$ cat config.mk
export PLATFORM = sky130hd
export DESIGN_NAME = ndrange_work_item_id_generator_core
export DESIGN_NICKNAME = d
export VERILOG_FILES = /design/src/rtl/core/ndr_pkg.sv /design/src/rtl/core/ndr_div.sv /design/src/rtl/core/ndrange_work_item_id_generator_core.sv
export VERILOG_INCLUDE_DIRS = /design/src /design/src/rtl/core
export SDC_FILE = /design/constraint.sdc
export NUM_CORES = 2
export LEC_CHECK = 0
export BUFFER_PORTS_ARGS = -buffer_cell sky130_fd_sc_hd__buf_2
export CORE_UTILIZATION = 57
export DETAILED_ROUTE_END_ITERATION = 8
export PLACE_DENSITY = 0.88
export SYNTH_ARGS = -nofsm -noshare
export SYNTH_HDL_FRONTEND = slang
export SYNTH_SLANG_ARGS = --single-unit
$ cat constraint.sdc
create_clock -name clk -period 13.3 [get_ports clk]
set_input_delay 1.995 -clock clk [delete_from_list [all_inputs] [get_ports clk]]
set_output_delay 1.995 -clock clk [all_outputs]
set_load 0.01 [all_outputs]
$ cat src/rtl/core/ndrange_work_item_id_generator_core_assert.svh
// Assertion macros shared by the work-item ID generator RTL.
// Each expects signals named clk and rst in the including module.
`ifndef NDRANGE_WORK_ITEM_ID_GENERATOR_CORE_ASSERT_SVH
`define NDRANGE_WORK_ITEM_ID_GENERATOR_CORE_ASSERT_SVH

// condition must hold at every edge out of reset
`define NDR_ASSERT_ALWAYS(label, cond, msg) \
  label: assert property (@(posedge clk) disable iff (rst) (cond)) \
    else $error(msg);

// consequent must hold in the same cycle as the antecedent
`define NDR_ASSERT_IMPLIES(label, ante, cons, msg) \
  label: assert property (@(posedge clk) disable iff (rst) (ante) |-> (cons)) \
    else $error(msg);

`endif

$ cat src/rtl/core/ndr_pkg.sv
// Shared types and constants for the NDRange work-item ID generator.
// No dependencies.
`timescale 1ns / 1ps

package ndr_pkg;

  localparam int WAVE_SIZE = 64;     // power of two
  localparam int MAX_LOCAL = 1024;

  localparam int WAVE_BITS = $clog2(WAVE_SIZE);
  localparam int DIMS_W    = 2;
  localparam int GW        = 16;                      // global size / id
  localparam int LSW       = $clog2(MAX_LOCAL) + 1;   // local size register
  localparam int LW        = 10;                      // local id
  localparam int FW        = 48;                      // flat counters
  localparam int LP_W      = 3 * LSW + 1;             // unchecked local product
  localparam int WPG_W     = $clog2(MAX_LOCAL / WAVE_SIZE + 1);
  localparam int CFG_W     = 16;
  localparam int CIDX_W    = 3;
  localparam int DCNT_W    = $clog2(GW + 1);

  typedef enum logic [1:0] {
    ST_ITEM,
    ST_LAST,
    ST_INVALID,
    ST_EXHAUSTED
  } status_t;

  typedef enum logic [CIDX_W-1:0] {
    CFG_DIMS,
    CFG_GSX,
    CFG_GSY,
    CFG_GSZ,
    CFG_LSX,
    CFG_LSY,
    CFG_LSZ
  } cfg_idx_t;

  typedef struct packed {
    logic           start;
    logic [GW-1:0]  dividend;
    logic [LSW-1:0] divisor;
  } div_req_t;

  typedef struct packed {
    logic           done;
    logic [GW-1:0]  quotient;
    logic [LSW-1:0] remainder;
  } div_rsp_t;

endpackage

$ cat src/rtl/core/ndr_div.sv
// Restoring radix-2 divider, one quotient bit per cycle.
// Depends on ndr_pkg (widths and request/response structs).
`timescale 1ns / 1ps

module ndr_div
  import ndr_pkg::*;
(
  input  logic     clk,
  input  logic     rst,
  input  div_req_t req,
  output div_rsp_t rsp
);

  logic              busy;
  logic              done;
  logic [DCNT_W-1:0] cnt;
  logic [GW-1:0]     quot;
  logic [LSW-1:0]    rem;
  logic [LSW-1:0]    dsr;

  logic [LSW:0]      trial;
  logic [LSW:0]      diff;
  logic              fits;

  assign trial = {rem, quot[GW-1]};
  assign diff  = trial - {1'b0, dsr};
  assign fits  = (trial >= {1'b0, dsr});

  always_ff @(posedge clk) begin
    if (rst) begin
      busy <= 1'b0;
      done <= 1'b0;
      cnt  <= '0;
    end else begin
      done <= 1'b0;
      if (req.start) begin
        busy <= 1'b1;
        cnt  <= DCNT_W'(GW);
        quot <= req.dividend;
        rem  <= '0;
        dsr  <= req.divisor;
      end else if (busy) begin
        // partial remainder stays below the divisor when the divisor is nonzero
        rem  <= fits ? diff[LSW-1:0] : trial[LSW-1:0];
        quot <= {quot[GW-2:0], fits};
        cnt  <= cnt - DCNT_W'(1);
        if (cnt == DCNT_W'(1)) begin
          busy <= 1'b0;
          done <= 1'b1;
        end
      end
    end
  end

  assign rsp.done      = done;
  assign rsp.quotient  = quot;
  assign rsp.remainder = rem;

endmodule

$ cat src/rtl/core/ndrange_work_item_id_generator_core.sv
// NDRange work-item ID generator: one work-item's IDs per word.
// Next-item request: registered the cycle after acceptance; one per cycle unless stalled.
// Restart: unless a size is zero, runs three 16-step divisions on the shared divider and
// four steps on one shared 32x16 multiplier, then emits the first item or invalid status.
// Synchronous reset: not started, counters cleared, sizes back to 1, dimensions 1.
`timescale 1ns / 1ps

module ndrange_work_item_id_generator_core
  import ndr_pkg::*;
(
  input  logic              clk,
  input  logic              rst,
  // configuration
  input  logic              cfg_valid,
  output logic              cfg_ready,
  input  logic [CIDX_W-1:0] cfg_index,
  input  logic [CFG_W-1:0]  cfg_data,
  // request
  input  logic              in_valid,
  output logic              in_stall,
  input  logic              restart,
  // result
  output logic              out_valid,
  input  logic              out_stall,
  output logic [GW-1:0]     global_x,
  output logic [GW-1:0]     global_y,
  output logic [GW-1:0]     global_z,
  output logic [FW-1:0]     flat_id,
  output logic [LW-1:0]     local_x,
  output logic [LW-1:0]     local_y,
  output logic [LW-1:0]     local_z,
  output logic [LW-1:0]     local_flat,
  output logic [FW-1:0]     group_number,
  output logic [FW-1:0]     wave_number,
  output logic [5:0]        lane,
  output logic [1:0]        status
);

`include "ndrange_work_item_id_generator_core_assert.svh"

  typedef enum logic [3:0] {
    S_IDLE,
    S_CHECK,
    S_DIV_START,
    S_DIV_WAIT,
    S_MUL0,
    S_MUL1,
    S_MUL2,
    S_MUL3,
    S_MUL4,
    S_EMIT
  } seq_t;

  typedef enum logic [1:0] {
    RS_IDLE,
    RS_RUN,
    RS_INVALID,
    RS_DONE
  } run_t;

  // configuration registers
  logic [DIMS_W-1:0] dims;
  logic [GW-1:0]     gsize [3];
  logic [LSW-1:0]    lsize [3];

  // effective sizes and the copies latched at restart
  logic [GW-1:0]     eg [3];
  logic [LSW-1:0]    el [3];
  logic [GW-1:0]     eff_g [3];
  logic [LSW-1:0]    eff_l [3];
  logic [DIMS_W-1:0] dims_eff;
  logic              any_zero;

  // enumeration state
  seq_t              seq;
  run_t              run_state;
  logic [LW-1:0]     lc [3];
  logic [GW-1:0]     gc [3];
  logic [GW-1:0]     gcount [3];
  logic [GW-1:0]     gbase [3];
  logic [LSW-1:0]    lat [3];
  logic [FW-1:0]     flat;
  logic [FW-1:0]     gflat;
  logic [FW-1:0]     wave_base;
  logic [FW-1:0]     total;
  logic [LW-1:0]     lflat;
  logic [WPG_W-1:0]  wpg;

  // restart sequencer
  logic [1:0]        div_idx;
  logic              bad;
  logic [FW-1:0]     prod;
  logic [LP_W-1:0]   lprod;
  logic [31:0]       mul_a;
  logic [GW-1:0]     mul_b;
  logic [FW-1:0]     mul_p;
  logic [LSW:0]      wpg_sum;
  div_req_t          div_req;
  div_rsp_t          div_rsp;

  // item and advance
  logic              accept;
  logic              do_emit;
  logic [GW-1:0]     item_g [3];
  logic              item_last;
  logic [FW-1:0]     item_wave;
  logic [5:0]        item_lane;
  logic [LSW-1:0]    lc_inc [3];
  logic [GW:0]       gc_inc [3];
  logic [LW-1:0]     lc_next [3];
  logic [GW-1:0]     gc_next [3];
  logic [GW-1:0]     gbase_next [3];
  logic              group_step;
  logic              lcarry;
  logic              gcarry;

  assign cfg_ready = 1'b1;
  assign in_stall  = (seq != S_IDLE) || (out_valid && out_stall);
  assign accept    = in_valid && !in_stall;
  assign do_emit   = (seq == S_IDLE && accept && !restart) || (seq == S_EMIT);

  always_ff @(posedge clk) begin
    if (rst) begin
      dims <= DIMS_W'(1);
      for (int i = 0; i < 3; i++) begin
        gsize[i] <= GW'(1);
        lsize[i] <= LSW'(1);
      end
    end else if (cfg_valid && cfg_ready) begin
      case (cfg_idx_t'(cfg_index))
        CFG_DIMS: dims     <= cfg_data[DIMS_W-1:0];
        CFG_GSX:  gsize[0] <= cfg_data[GW-1:0];
        CFG_GSY:  gsize[1] <= cfg_data[GW-1:0];
        CFG_GSZ:  gsize[2] <= cfg_data[GW-1:0];
        CFG_LSX:  lsize[0] <= cfg_data[LSW-1:0];
        CFG_LSY:  lsize[1] <= cfg_data[LSW-1:0];
        CFG_LSZ:  lsize[2] <= cfg_data[LSW-1:0];
        default: ;
      endcase
    end
  end

  // unused dimensions count as size 1; zero dimensions means one
  always_comb begin
    dims_eff = (dims == '0) ? DIMS_W'(1) : dims;
    for (int i = 0; i < 3; i++) begin
      eff_g[i] = (DIMS_W'(i) < dims_eff) ? gsize[i] : GW'(1);
      eff_l[i] = (DIMS_W'(i) < dims_eff) ? lsize[i] : LSW'(1);
    end
  end

  assign any_zero = (eg[0] == '0) || (eg[1] == '0) || (eg[2] == '0) ||
                    (el[0] == '0) || (el[1] == '0) || (el[2] == '0);

  // shared multiplier: local product, then global product
  always_comb begin
    case (seq)
      S_MUL0: begin
        mul_a = 32'(el[0]);
        mul_b = GW'(el[1]);
      end
      S_MUL1: begin
        mul_a = prod[31:0];
        mul_b = GW'(el[2]);
      end
      S_MUL2: begin
        mul_a = 32'(eg[0]);
        mul_b = eg[1];
      end
      S_MUL3: begin
        mul_a = prod[31:0];
        mul_b = eg[2];
      end
      default: begin
        mul_a = '0;
        mul_b = '0;
      end
    endcase
  end

  assign mul_p   = mul_a * mul_b;
  assign wpg_sum = {1'b0, lprod[LSW-1:0]} + (LSW+1)'(WAVE_SIZE - 1);

  assign div_req.start    = (seq == S_DIV_START);
  assign div_req.dividend = eg[div_idx];
  assign div_req.divisor  = el[div_idx];

  ndr_div u_div (
    .clk (clk),
    .rst (rst),
    .req (div_req),
    .rsp (div_rsp)
  );

  // current item
  always_comb begin
    for (int i = 0; i < 3; i++) begin
      item_g[i] = gbase[i] + GW'(lc[i]);
    end
  end

  assign item_last = (flat + FW'(1) == total);
  assign item_wave = wave_base + FW'(lflat >> WAVE_BITS);
  assign item_lane = 6'(lflat % WAVE_SIZE);

  // odometer advance: local x,y,z then group x,y,z
  always_comb begin
    lcarry = 1'b1;
    for (int i = 0; i < 3; i++) begin
      lc_inc[i]  = {1'b0, lc[i]} + LSW'(1);
      lc_next[i] = lc[i];
      if (lcarry) begin
        if (lc_inc[i] == lat[i]) begin
          lc_next[i] = '0;
        end else begin
          lc_next[i] = lc_inc[i][LW-1:0];
          lcarry     = 1'b0;
        end
      end
    end
    group_step = lcarry;
    gcarry     = lcarry;
    for (int i = 0; i < 3; i++) begin
      gc_inc[i]     = {1'b0, gc[i]} + (GW+1)'(1);
      gc_next[i]    = gc[i];
      gbase_next[i] = gbase[i];
      if (gcarry) begin
        if (gc_inc[i] == {1'b0, gcount[i]}) begin
          gc_next[i]    = '0;
          gbase_next[i] = '0;
        end else begin
          gc_next[i]    = gc_inc[i][GW-1:0];
          gbase_next[i] = gbase[i] + GW'(lat[i]);
          gcarry        = 1'b0;
        end
      end
    end
  end

  always_ff @(posedge clk) begin
    if (rst) begin
      seq       <= S_IDLE;
      run_state <= RS_IDLE;
      out_valid <= 1'b0;
      div_idx   <= '0;
      bad       <= 1'b0;
      flat      <= '0;
      gflat     <= '0;
      wave_base <= '0;
      total     <= '0;
      lflat     <= '0;
      wpg       <= '0;
      for (int i = 0; i < 3; i++) begin
        lc[i]     <= '0;
        gc[i]     <= '0;
        gcount[i] <= '0;
        gbase[i]  <= '0;
        lat[i]    <= '0;
      end
    end else begin
      // a new word replaces the one leaving in the same cycle
      if (out_valid && !out_stall && !do_emit) begin
        out_valid <= 1'b0;
      end

      case (seq)
        S_IDLE: begin
          if (accept && restart) begin
            for (int i = 0; i < 3; i++) begin
              eg[i] <= eff_g[i];
              el[i] <= eff_l[i];
            end
            bad <= 1'b0;
            seq <= S_CHECK;
          end
        end
        S_CHECK: begin
          if (any_zero) begin
            run_state <= RS_INVALID;
            seq       <= S_EMIT;
          end else begin
            div_idx <= '0;
            seq     <= S_DIV_START;
          end
        end
        S_DIV_START: begin
          seq <= S_DIV_WAIT;
        end
        S_DIV_WAIT: begin
          if (div_rsp.done) begin
            gcount[div_idx] <= div_rsp.quotient;
            if (div_rsp.remainder != '0) begin
              bad <= 1'b1;
            end
            if (div_idx == 2'd2) begin
              seq <= S_MUL0;
            end else begin
              div_idx <= div_idx + 2'd1;
              seq     <= S_DIV_START;
            end
          end
        end
        S_MUL0: begin
          prod <= mul_p;
          seq  <= S_MUL1;
        end
        S_MUL1: begin
          prod <= mul_p;
          seq  <= S_MUL2;
        end
        S_MUL2: begin
          lprod <= prod[LP_W-1:0];
          prod  <= mul_p;
          seq   <= S_MUL3;
        end
        S_MUL3: begin
          prod <= mul_p;
          seq  <= S_MUL4;
        end
        S_MUL4: begin
          if (bad || (lprod > LP_W'(MAX_LOCAL))) begin
            run_state <= RS_INVALID;
          end else begin
            run_state <= RS_RUN;
            total     <= prod;
            wpg       <= WPG_W'(wpg_sum >> WAVE_BITS);
            flat      <= '0;
            gflat     <= '0;
            wave_base <= '0;
            lflat     <= '0;
            for (int i = 0; i < 3; i++) begin
              lat[i]   <= el[i];
              lc[i]    <= '0;
              gc[i]    <= '0;
              gbase[i] <= '0;
            end
          end
          seq <= S_EMIT;
        end
        S_EMIT: begin
          seq <= S_IDLE;
        end
        default: begin
          seq <= S_IDLE;
        end
      endcase

      if (do_emit) begin
        out_valid <= 1'b1;
        if (run_state == RS_RUN) begin
          global_x     <= item_g[0];
          global_y     <= item_g[1];
          global_z     <= item_g[2];
          flat_id      <= flat;
          local_x      <= lc[0];
          local_y      <= lc[1];
          local_z      <= lc[2];
          local_flat   <= lflat;
          group_number <= gflat;
          wave_number  <= item_wave;
          lane         <= item_lane;
          status       <= item_last ? ST_LAST : ST_ITEM;
          if (item_last) begin
            run_state <= RS_DONE;
          end else begin
            flat <= flat + FW'(1);
            for (int i = 0; i < 3; i++) begin
              lc[i]    <= lc_next[i];
              gc[i]    <= gc_next[i];
              gbase[i] <= gbase_next[i];
            end
            if (group_step) begin
              lflat     <= '0;
              gflat     <= gflat + FW'(1);
              wave_base <= wave_base + FW'(wpg);
            end else begin
              lflat <= lflat + LW'(1);
            end
          end
        end else begin
          global_x     <= '0;
          global_y     <= '0;
          global_z     <= '0;
          flat_id      <= '0;
          local_x      <= '0;
          local_y      <= '0;
          local_z      <= '0;
          local_flat   <= '0;
          group_number <= '0;
          wave_number  <= '0;
          lane         <= '0;
          status       <= (run_state == RS_INVALID) ? ST_INVALID : ST_EXHAUSTED;
        end
      end
    end
  end

  `NDR_ASSERT_IMPLIES(a_local_in_range, run_state == RS_RUN, (GW'(lc[0]) < GW'(lat[0])) && (GW'(lc[1]) < GW'(lat[1])) && (GW'(lc[2]) < GW'(lat[2])), "local counter beyond latched size")
  `NDR_ASSERT_IMPLIES(a_flat_below_total, run_state == RS_RUN, flat < total, "flat counter passed item count")
  `NDR_ASSERT_IMPLIES(a_last_ends_run, out_valid && status == ST_LAST, run_state == RS_DONE, "last word shown but run not closed")
  `NDR_ASSERT_IMPLIES(a_waves_set, run_state == RS_RUN, wpg != '0, "running with no waves per group")
  `NDR_ASSERT_IMPLIES(a_div_rem, div_rsp.done, GW'(div_rsp.remainder) < GW'(el[div_idx]), "divider remainder not below divisor")

endmodule

==> out/metrics.cfg <==
[logic_synthesis]
yosysSeqAreaShare = 0.4193
ys_warn_count = 0
syn_avg_cell_area_um2 = 9.724
synth-edff-count = 723
synth_seq_cells = 951
synthTopCellsByArea = edfxtp_1, fa_1, dfxtp_1
syn_nets = 7113
yosysTopAreaCell = edfxtp_1
synth_area_um2 = 62660
async_flop_share = 0
ys_types = 91
synth_cells = 6444
synth_common_cells = nand2_1, edfxtp_1, inv_1
synthFlopType = edfxtp_1
synth_top_area_share = 0.3465
post-synth-top-count-cell = nand2_1

[route]
drt-pass1-iter-count = 6
wl_per_cell_um = 21.21
routed_wl_um = 170000
ant_nets = 0
vias_per_cell = 6.078
drt_iter0_markers = 5231
drc_errors = 0
num_vias = 48720

[timing]
finalCritPeriodShare = 0.7105
tns_ns = 0
setup_viol = 0
timing.fmax_mhz = 105.8
grt_setup_unrepaired = no
max_slew_margin = 0.1186
final-max-slew-violation-count = 0
skew_ns = 0.02311
hold_viol_final = 0
fin_ws_ns = 3.850
worst_pin_slew_ns = 1.319
finalCriticalPeriod_ns = 9.450

[worst_setup_path]
critPathKind = reg -> reg
crit_arrival_ns = 9.87
cp-startpoint = seq[1]
crit_path_start_kind = register
end_kind = register
cp.required_ns = 13.72
timing.rr.start = seq[1]
worstPathMaxFanout = 42

[power]
p_total_mw = 6.448
ir_drop_uv = 107.1
p_switching_mw = 1.461
cellPowerDensity_nw_per_um2 = 94.72
internal_power_mw = 4.987
power_frac_comb = 0.049
p_clk_frac = 0.434
p_sw_frac = 0.2266
seqPwrFrac = 0.517
p_leak_nw = 26.30

[hold_path]
hold_class = reg -> reg
hp-start = gsize[0][14]

[cells_and_area]
areaGrowthSynthToFinish_pct = 8.638
final_nets = 7183
drive_gt1_frac = 0.08385
fillCellCount = 8282

[floorplan]
die_w_um = 333.6
dieArea_um2 = 111300
initial_core_util = 0.5756
chipHeight_um = 333.6
core_area_um2 = 108900
io_pins = 268
rows = 121

[cts]
clock-root-buffer = clkbuf_16
cts_buffers = 94
htreeDepth = 3
cts-resized-gates = 0
cts.clk_slew.worst_paths_ns = 0.06
clock-sinks = 951
hold_buffers = 0
insertion_delay_ns = 0.68
max-clock-path-buffers = 3
cts_tree = built
post_cts.repair.setup_buffers = 0

[global_route]
grt_pass1_vias = 47700
antenna_found_initial = 9
grt_overflow = 0
grt_max_degree = 92
grt_pass1_wl_um = 265600
grt_usage = 0.3039

[place]
dp_slack_ns = 3.962
portBuffers = 266
gp_congestion = 0.9839
place_hpwl_um = 125500

[flow_run]
drv_cap = 0

[status]
status = complete, no violations

power groups by stage:
stage | Sequential, mW | Clock, mW | Combinational (mW)
after global placement | 3.39 | 0 | 0.298
after detailed placement | 3.39 | 0 | 0.308
final | 3.34 | 2.80 | 0.315
after CTS | 3.33 | 2.80 | 0.312
after global routing | 3.34 | 2.92 | 0.342
after floorplan | 3.39 | 0 | 0.208
final timing paths:
| check | to | slack, ns | depth (start not counted) |
|---|---|---|---|
| worst min register to register | eg[0][14] | 0.42 | 0 |
| worst max register to register | prod[46] | 3.85 | 27 |
| worst max-delay path | prod[46] | 3.85 | 27 |
| worst min-delay path | eg[0][14] | 0.42 | 0 |
worst max-delay path: stages, from the launching register on:
cell and delay, ns:
dfxtp_2 0.65, buf_4 0.46, nor2b_1 0.55, nand2_1 0.19, a21oi_1 0.91, nand2_1 0.19
fa_1 0.57, inv_1 0.05, fa_1 0.53, inv_1 0.06, fa_1 0.50, inv_1 0.05
fa_1 0.46, fa_1 0.54, inv_1 0.06, fa_1 0.53, inv_1 0.04, ha_1 0.42
nand3_1 0.11, nor2_1 0.21, nand4_1 0.15, and3_1 0.21, a2111oi_0 0.77, or3_1 0.30
a21o_1 0.19, o41a_1 0.18, a41oi_1 0.15, xnor2_1 0.15
logic make-up (layout without fill, tap and decap cells):
family,after synthesis,in the layout,share of synthesized area
other,1,7,0.00005985
buffers and inverters,1043,1194,0.06494
adder cells (fa/ha/maj),644,644,0.1798
multiplexers,75,75,0.01292
AND/OR/NAND/NOR,2491,2491,0.1901
XOR/XNOR,349,349,0.04878
flip-flops,951,951,0.4193
AO/OA/AOI/OAI,890,890,0.08415
per-layer routing:
metal | routed length (µm) | up-vias | track usage | share of wire
li1 | - | 21800 | - | -
met1 | 64540 | 23600 | 0.3942 | 0.38
met2 | 80430 | 2799 | 0.5015 | 0.47
met3 | 17360 | 522 | 0.05442 | 0.10
met4 | 7652 | 4 | 0.1297 | 0.045
met5 | 18 | - | 0 | 0.00011
layout make-up:
cell class              instances  area, µm²  share of cell area
repair buffers                319       1732             0.02544
clock inverters                59      693.2             0.01018
well taps                    1414       1769             0.02599
inverters                     698       2623             0.03853
diodes                          6      15.01           0.0002206
flip-flops and latches        951      26280              0.3860
clock buffers                 118       2555             0.03753
multi-input cells            4450      32410              0.4761
per-stage QoR:
stage,cell area [µm²],utilization,instances,hold slack [ns]
2_1_floorplan,62660,-,6444,0.4262
3_3_place_gp,64810,0.5954,7832,0.4015
3_5_place_dp,64810,0.5954,7832,0.4045
4_1_cts,68060,0.6252,8009,0.4183
5_1_grt,68060,0.6252,8010,0.4187
6_report,68070,0.6254,8015,0.4171
cells in the final DEF (no fill, tap or decap), drive strengths merged, types with 23 or more instances in the layout:
cell	netlist	final
nand2	768	768
edfxtp	723	723
inv	698	707
nor2	656	656
fa	427	427
o21ai	328	328
buf	85	319
a21oi	258	258
and2	237	237
dfxtp	228	228
ha	217	217
xnor2	201	201
and3	156	156
xor2	148	148
nand3	143	143
nor3	141	141
clkbuf	260	118
nand4	92	92
a31oi	84	84
nor4	78	78
mux2i	55	55
a21o	54	54
nor2b	49	49
or3	38	38
nand2b	36	36
clkinv	0	31
a211oi	25	25
nand3b	24	24
a21boi	23	23
Power figures use the tool's default switching activity.
